File: config.mk
export PLATFORM = sky130hd
export DESIGN_NAME = bhw_div
export DESIGN_NICKNAME = d
export VERILOG_FILES = /design/src/rtl/core/bhw_pkg.sv /design/src/rtl/core/bhw_div.sv
export SDC_FILE = /design/constraint.sdc
export NUM_CORES = 1
export LEC_CHECK = 0
export ABC_AREA = 1
export BUFFER_PORTS_ARGS = -buffer_cell sky130_fd_sc_hd__buf_2
export CORE_AREA = 2 2 156 158
export DETAILED_ROUTE_END_ITERATION = 10
export DIE_AREA = 0 0 158 160
export PLACE_DENSITY_LB_ADDON = 0.05
export SLEW_MARGIN = 40
export SYNTH_ARGS = -nofsm -noshare
export SYNTH_HDL_FRONTEND = slang
export SYNTH_SLANG_ARGS = --single-unit
File: constraint.sdc
create_clock -name clk -period 10.6 [get_ports clk]
set_input_delay 0.53 -clock clk [delete_from_list [all_inputs] [get_ports clk]]
set_output_delay 0.53 -clock clk [all_outputs]
set_load 0.005 [all_outputs]
File: src/rtl/core/bhw_pkg.sv
`default_nettype none

package bhw_pkg;

  localparam int unsigned MAX_LENGTH_DEF = 4096;

  // Horner cells per series, and the cosine unit latency that follows from them.
  localparam int unsigned HORNER_N = 5;
  localparam int unsigned COS_LAT  = 2 * HORNER_N + 4;

  localparam int unsigned COS_K [HORNER_N] = '{90, 56, 30, 12, 2};
  localparam int unsigned SIN_K [HORNER_N] = '{110, 72, 42, 20, 6};

  localparam logic [30:0] Q30_ONE     = 31'h4000_0000;
  localparam logic [30:0] HALF_PI_Q30 = 31'd1686629713;

endpackage

`default_nettype wire

File: src/rtl/core/bhw_div.sv
`default_nettype none

module bhw_div
  import bhw_pkg::*;
#(
  parameter int unsigned NW = 76,
  parameter int unsigned DW = 43,
  parameter int unsigned QW = 49
) (
  input  logic          clk,
  input  logic          rst,
  input  logic          start,
  input  logic [NW-1:0] dividend,
  input  logic [DW-1:0] divisor,
  output logic          done,
  output logic [QW-1:0] quotient
);

  localparam int unsigned CNT_W = $clog2(NW + 1);

  logic [NW-1:0]    num;
  logic [DW-1:0]    den;
  logic [DW-1:0]    rem;
  logic [CNT_W-1:0] cnt;
  logic             busy;
  logic [DW:0]      rem_sh;
  logic             fits;

  assign rem_sh = {rem, num[NW-1]};
  assign fits   = rem_sh >= {1'b0, den};

  always_ff @(posedge clk) begin
    if (rst) begin
      busy <= 1'b0;
      done <= 1'b0;
      cnt  <= '0;
    end else begin
      done <= 1'b0;
      if (start) begin
        busy <= 1'b1;
        cnt  <= CNT_W'(NW);
      end else if (busy) begin
        cnt <= cnt - CNT_W'(1);
        if (cnt == CNT_W'(1)) begin
          busy <= 1'b0;
          done <= 1'b1;
        end
      end
    end
  end

  always_ff @(posedge clk) begin
    if (start) begin
      num      <= dividend;
      den      <= divisor;
      rem      <= '0;
      quotient <= '0;
    end else if (busy) begin
      num      <= {num[NW-2:0], 1'b0};
      rem      <= fits ? DW'(rem_sh - {1'b0, den}) : DW'(rem_sh);
      quotient <= {quotient[QW-2:0], fits};
    end
  end

endmodule

`default_nettype wire

## Word-level counts from Yosys, hierarchy flattened

Index checks and enable logic that the tools add are counted.

- Flip-flop bits (word level): 220
- Logic and storage cells: 25
- Output and inout bits: 50

- Reduce and logical (&&, ||, !) cells: 3
- Bitwise operators: 1
- $add $sub $neg: 2
- Magnitude comparators: 1
- Equal/unequal tests: 1
- Mux-type cells: 9

Operators by type and width:

| kind | count |
|---|---|
| 2-to-1 mux 76 bit | 2 |
| greater-or-equal comparator 44 x 43 -> 1 bit | 1 |
| 2-to-1 mux 43 bit | 1 |
| subtractor 43 bit | 1 |
| 2-to-1 mux 7 bit | 2 |
| == test 7 x 1 -> 1 bit (second input constant) | 1 |
| subtractor 7 x 1 -> 7 bit (second input constant) | 1 |
| 2-to-1 mux 1 bit | 4 |
| OR reduction 3 bit | 1 |
| nonzero test 2 bit | 1 |
| OR reduction 2 bit | 1 |
| NOT 1 bit | 1 |

## Depth between registers and ports, before layout

- Word-level depth: 4
- Depth in mapped cells: 17
- Depth with buffers taken out: 17

## Least setup slack after synthesis

Ideal clock, no wire load.

- Path type: in2reg
- From: in start
- To: reg num[0] (enable)
- Setup slack: 7.158 ns
- Cell stages on the path: 3
- Data required time: 10.129 ns
- Path buffers: 1
- Arrival time: 2.971 ns
- Setup time: 0.471 ns
- Path through: nor2_1 clkinv_1 clkbuf_1

- Cells in the longest elaborated chain, start to end: 1

Ends and longest elaborated chain:

| what | line | RTL |
|---|---|---|
| from (decl) | bhw_div.sv:12 | `input logic start,` |
| nonzero test 2 bit (no source line) | -- |  |
| to (signal assigned) | bhw_div.sv:54 | `num <= dividend;` |
| to (signal assigned) | bhw_div.sv:59 | `num <= {num[NW-2:0], 1'b0};` |
| to (decl) | bhw_div.sv:21 | `logic [NW-1:0] num;` |

Every way passes these cells.
A chain may end at the register's enable or synchronous reset.

## Worst setup path in the final report

- From: reg num[75]
- To: reg rem[11]

- Cells in the longest elaborated chain, start to end: 2

Ends and longest elaborated chain:

| what | line | RTL |
|---|---|---|
| subtractor 43 bit / greater-or-equal comparator 44 x 43 -> 1 bit (equally long branches) | bhw_div.sv:60, bhw_div.sv:30 |  |
| 2-to-1 mux 43 bit * | bhw_div.sv:60 | `rem <= fits ? DW'(rem_sh - {1'b0, den}) : DW'(rem_sh);` |
| to (signal assigned) | bhw_div.sv:60 |  |
| to (decl) | bhw_div.sv:23 | `logic [DW-1:0] rem;` |

Mark *: on every way between the ends. The rest lies on a longest branch, timed or not.

==> run_results.csv <==
group,metric,value,unit
timing,period_share,26.1,%
yosys,synthDominantAreaCellType,"edfxtp_1",
layout,design_area,13600,sq um
layout,areaGrowthSynthToFinish,16.5,%
layout,instances_no_fill,2037,
timing,slew_violations,0,
layout,register_area,5600,sq um
drt,viasPerCell,4.84,
clocking,numCtsBuffers,24,
die,io_pins,172,
global_routing,grtUsageTotal,22.5,%
global_routing,grt_max_degree,83,
timing,fmax,0.362,GHz
worst_setup_path,worstPathRequired,11.07,ns
clocking,clk_pin_slew,0.06,ns
timing,rsz0062_at_grt,"no",
die,die_y,160,microns
placed_design,gp_congestion,0.894,
global_routing,antenna_found_initial,6,
worst_setup_path,worst-path-max-fanout,73,
clocking,cts_sinks,220,
layout,drive_gt1_share,13.8,%
clocking,cts_tree,"done",
timing,period_needed,2.77,ns
drt,wl,28300,microns
die,dieWidth,158,microns
clocking,clockBufferDepth,3,
placed_design,postPlaceCellArea,12800,sq um
worst_setup_path,critPathSlowestCell,"fa_1",
global_routing,grt-ovfl-total,0,
hold_path,hold_class,"input pin to register",
power,leakagePower,0.00675,uW
placed_design,dp.cells,1989,
drt,wl_per_cell,13.9,microns
yosys,synth.avg_cell_area,7.62,sq um
yosys,seq_area_frac_synth,47.9,%
clocking,htreeDepth,1,
drt,ant_nets,0,
yosys,synth_top_area_share,30.6,%
yosys,synthesis.nets,1700,
worst_setup_path,crit_chain,"inv_1 > ha_1 > fa_1 > inv_1 > nand2_1 > nand3_2 > nand2_1 > nand3_2 > nand2_1 > nand2_2 > nand2_4 > nand2_8 > inv_2 > nand2_1 > nand3_1 > o21ai_1",
worst_setup_path,startpoint_type,"register",
outcome,status,"complete, no violations",
clocking,postCtsHoldBufs,0,
power,vdd_drop_max,125,uV
clocking,cts_setup_buffers,0,
layout,postLayoutCoreUtil,57.1,%
die,die-area,25300,sq um
layout,layout.nets,1859,
yosys,yosys-top-cells-area,"edfxtp_1 31%, nand2_1 19%, dfxtp_1 17%, inv_1 7.5%, ha_1 4.8%",
yosys,yosysWarnings,0,
timing,fin_skew,0.0160,ns
drt,drc,0,
timing,tns,0,ns
yosys,synth_cell_type_count,44,
clocking,clock_latency,0.54,ns
global_routing,grt_pass1_vias,9449,
yosys,syn_inst,1532,
drt,routed-via-count,9856,
placed_design,place_hpwl,20700,microns
run,maxCapViolCount,0,
clocking,root_buffer,"clkbuf_16",
drt,dr_wl_met2,13100,microns
layout,multi_input_area,4990,sq um
global_routing,grt_first_pass_wirelength,46000,microns
die,start_util,49.0,%
clocking,ctsResizeCount,0,
drt,top_layer,"met5",
worst_setup_path,end_kind,"register",
worst_setup_path,worst-path-buf-inv,3,
yosys,synthesis.area,11700,sq um
worst_setup_path,crit_top_cell,"nand2_1",
drt,wl_met1,13000,microns
placed_design,portBuffers,171,
yosys,synth-seq-cells,220,
timing,tightest_slew,0.747,ns
power,power_density,146,nW/um^2
worst_setup_path,setup.worst_path.class,"register to register",
die,floorplan.rows,57,
timing,hold_viol_final,0,
worst_setup_path,crit_arrival,3.24,ns
timing,finalSetupViolations,0,
timing,max_slew_margin,50.2,%
die,core,23800,sq um
drt,first_iter_violations,533,
drt,route.met3.wl,1650,microns
drt,firstDrtPassIters,5,
worst_setup_path,cpLargestDelayFamily,"simple AND/OR/NAND/NOR gates",
timing,timing.hold.ws,0.160,ns
worst_setup_path,slowest_delay,0.42,ns
layout,nFillCells,2359,
==> final timing paths <==
path / from / to / slack, ns / cells past startpoint
worst max-delay path: num[75] / rem[11] / 7.83 / 16
worst min-delay path: divisor[10] / den[10] / 0.16 / 1
worst max register to register: num[75] / rem[11] / 7.83 / 16
worst min register to register: quotient[48] / quotient[48] / 0.46 / 2
==> cell families (layout without fill, tap and decap cells) <==
group	Yosys count	after routing	synth area share [%]
AOI/OAI and AO/OA	165	165	8.15
xor gates and xnor gates	26	26	1.95
adders and majority gates	46	46	4.99
buffers and inverters	281	458	9.38
DFF	220	220	47.9
other	0	4	0
and+or+nand+nor	794	794	27.6
==> metal layers <==
layer / vias up / GRT usage, %
li1: 5183 / -
met2: 204 / 37.3
met1: 4425 / 30.6
met3: 40 / 4.99
met4: 4 / 4.34
met5: - / 0
==> cell type report <==
class                           count  share of cell area, %
Multi-Input combinational cell   1031                   36.7
Clock inverter                     18                   1.42
Tap cell                          324                   2.98
Clock buffer                       26                   4.47
Inverter                          237                   6.56
Timing Repair Buffer              177                   6.69
Antenna cell                        4                 0.0736
Sequential cell                   220                   41.1
==> worst reg2reg max path: stages, from the launching register on <==
cell and delay (ns):
edfxtp_1 0.34, inv_1 0.07, ha_1 0.26, fa_1 0.42
inv_1 0.09, nand2_1 0.06, nand3_2 0.11, nand2_1 0.08
nand3_2 0.11, nand2_1 0.08, nand2_2 0.14, nand2_4 0.09
nand2_8 0.33, inv_2 0.24, nand2_1 0.10, nand3_1 0.09
o21ai_1 0.10
==> power breakdown <==
group | switching [uW] | leakage, uW | internal [uW]
clock | 354 | 0.000382 | 491
sequential | 15.4 | 0.00202 | 954
combinational | 111 | 0.00435 | 59.8
total | 481 | 0.00675 | 1510
==> synth_stat cells, drive strengths merged <==
cell type and number:
nor2 87, o211ai 4, or2 15, fa 1, nor3 9, and2 5
a21oi 47, nand3b 2, nand2 592, buf 13, xor2 1, ha 45
a21o 2, and3 1, clkinv 1, o21ai 46, nand3 76, o21bai 12
a21boi 1, xnor2 25, nor4 1, o31ai 1, nand4 6, o22ai 46
clkbuf 31, edfxtp 119, dfxtp 101, inv 236, a211oi 1, o21a 5
==> metrics by stage <==
step	power [uW]	setup WS, ns
after detailed placement	1160	7.44
final	1990	7.83
after global placement	1160	7.53
after CTS	2010	7.78
after global routing	2070	7.57
after floorplan	1100	7.16
==> registers in the layout, indices dropped and copies added (netlist names) <==
name and flops:
busy 1, cnt 7, den 43, done 1
num 76, quotient 49, rem 43
==> cells in the final DEF, fill, tap and decap left out, types with 7 or more instances in the layout <==
cell         n
nor3_1       8
o22ai_1     46
xnor2_1     25
nor2_2       7
dfxtp_1    101
edfxtp_1   119
inv_1      234
nand2_1    587
clkbuf_16   24
or2_1       13
buf_2      170
nand3_1     74
ha_1        45
o21bai_1    12
a21oi_1     46
o21ai_0     40
nor2_1      80
(Power assumes the default switching activity.)
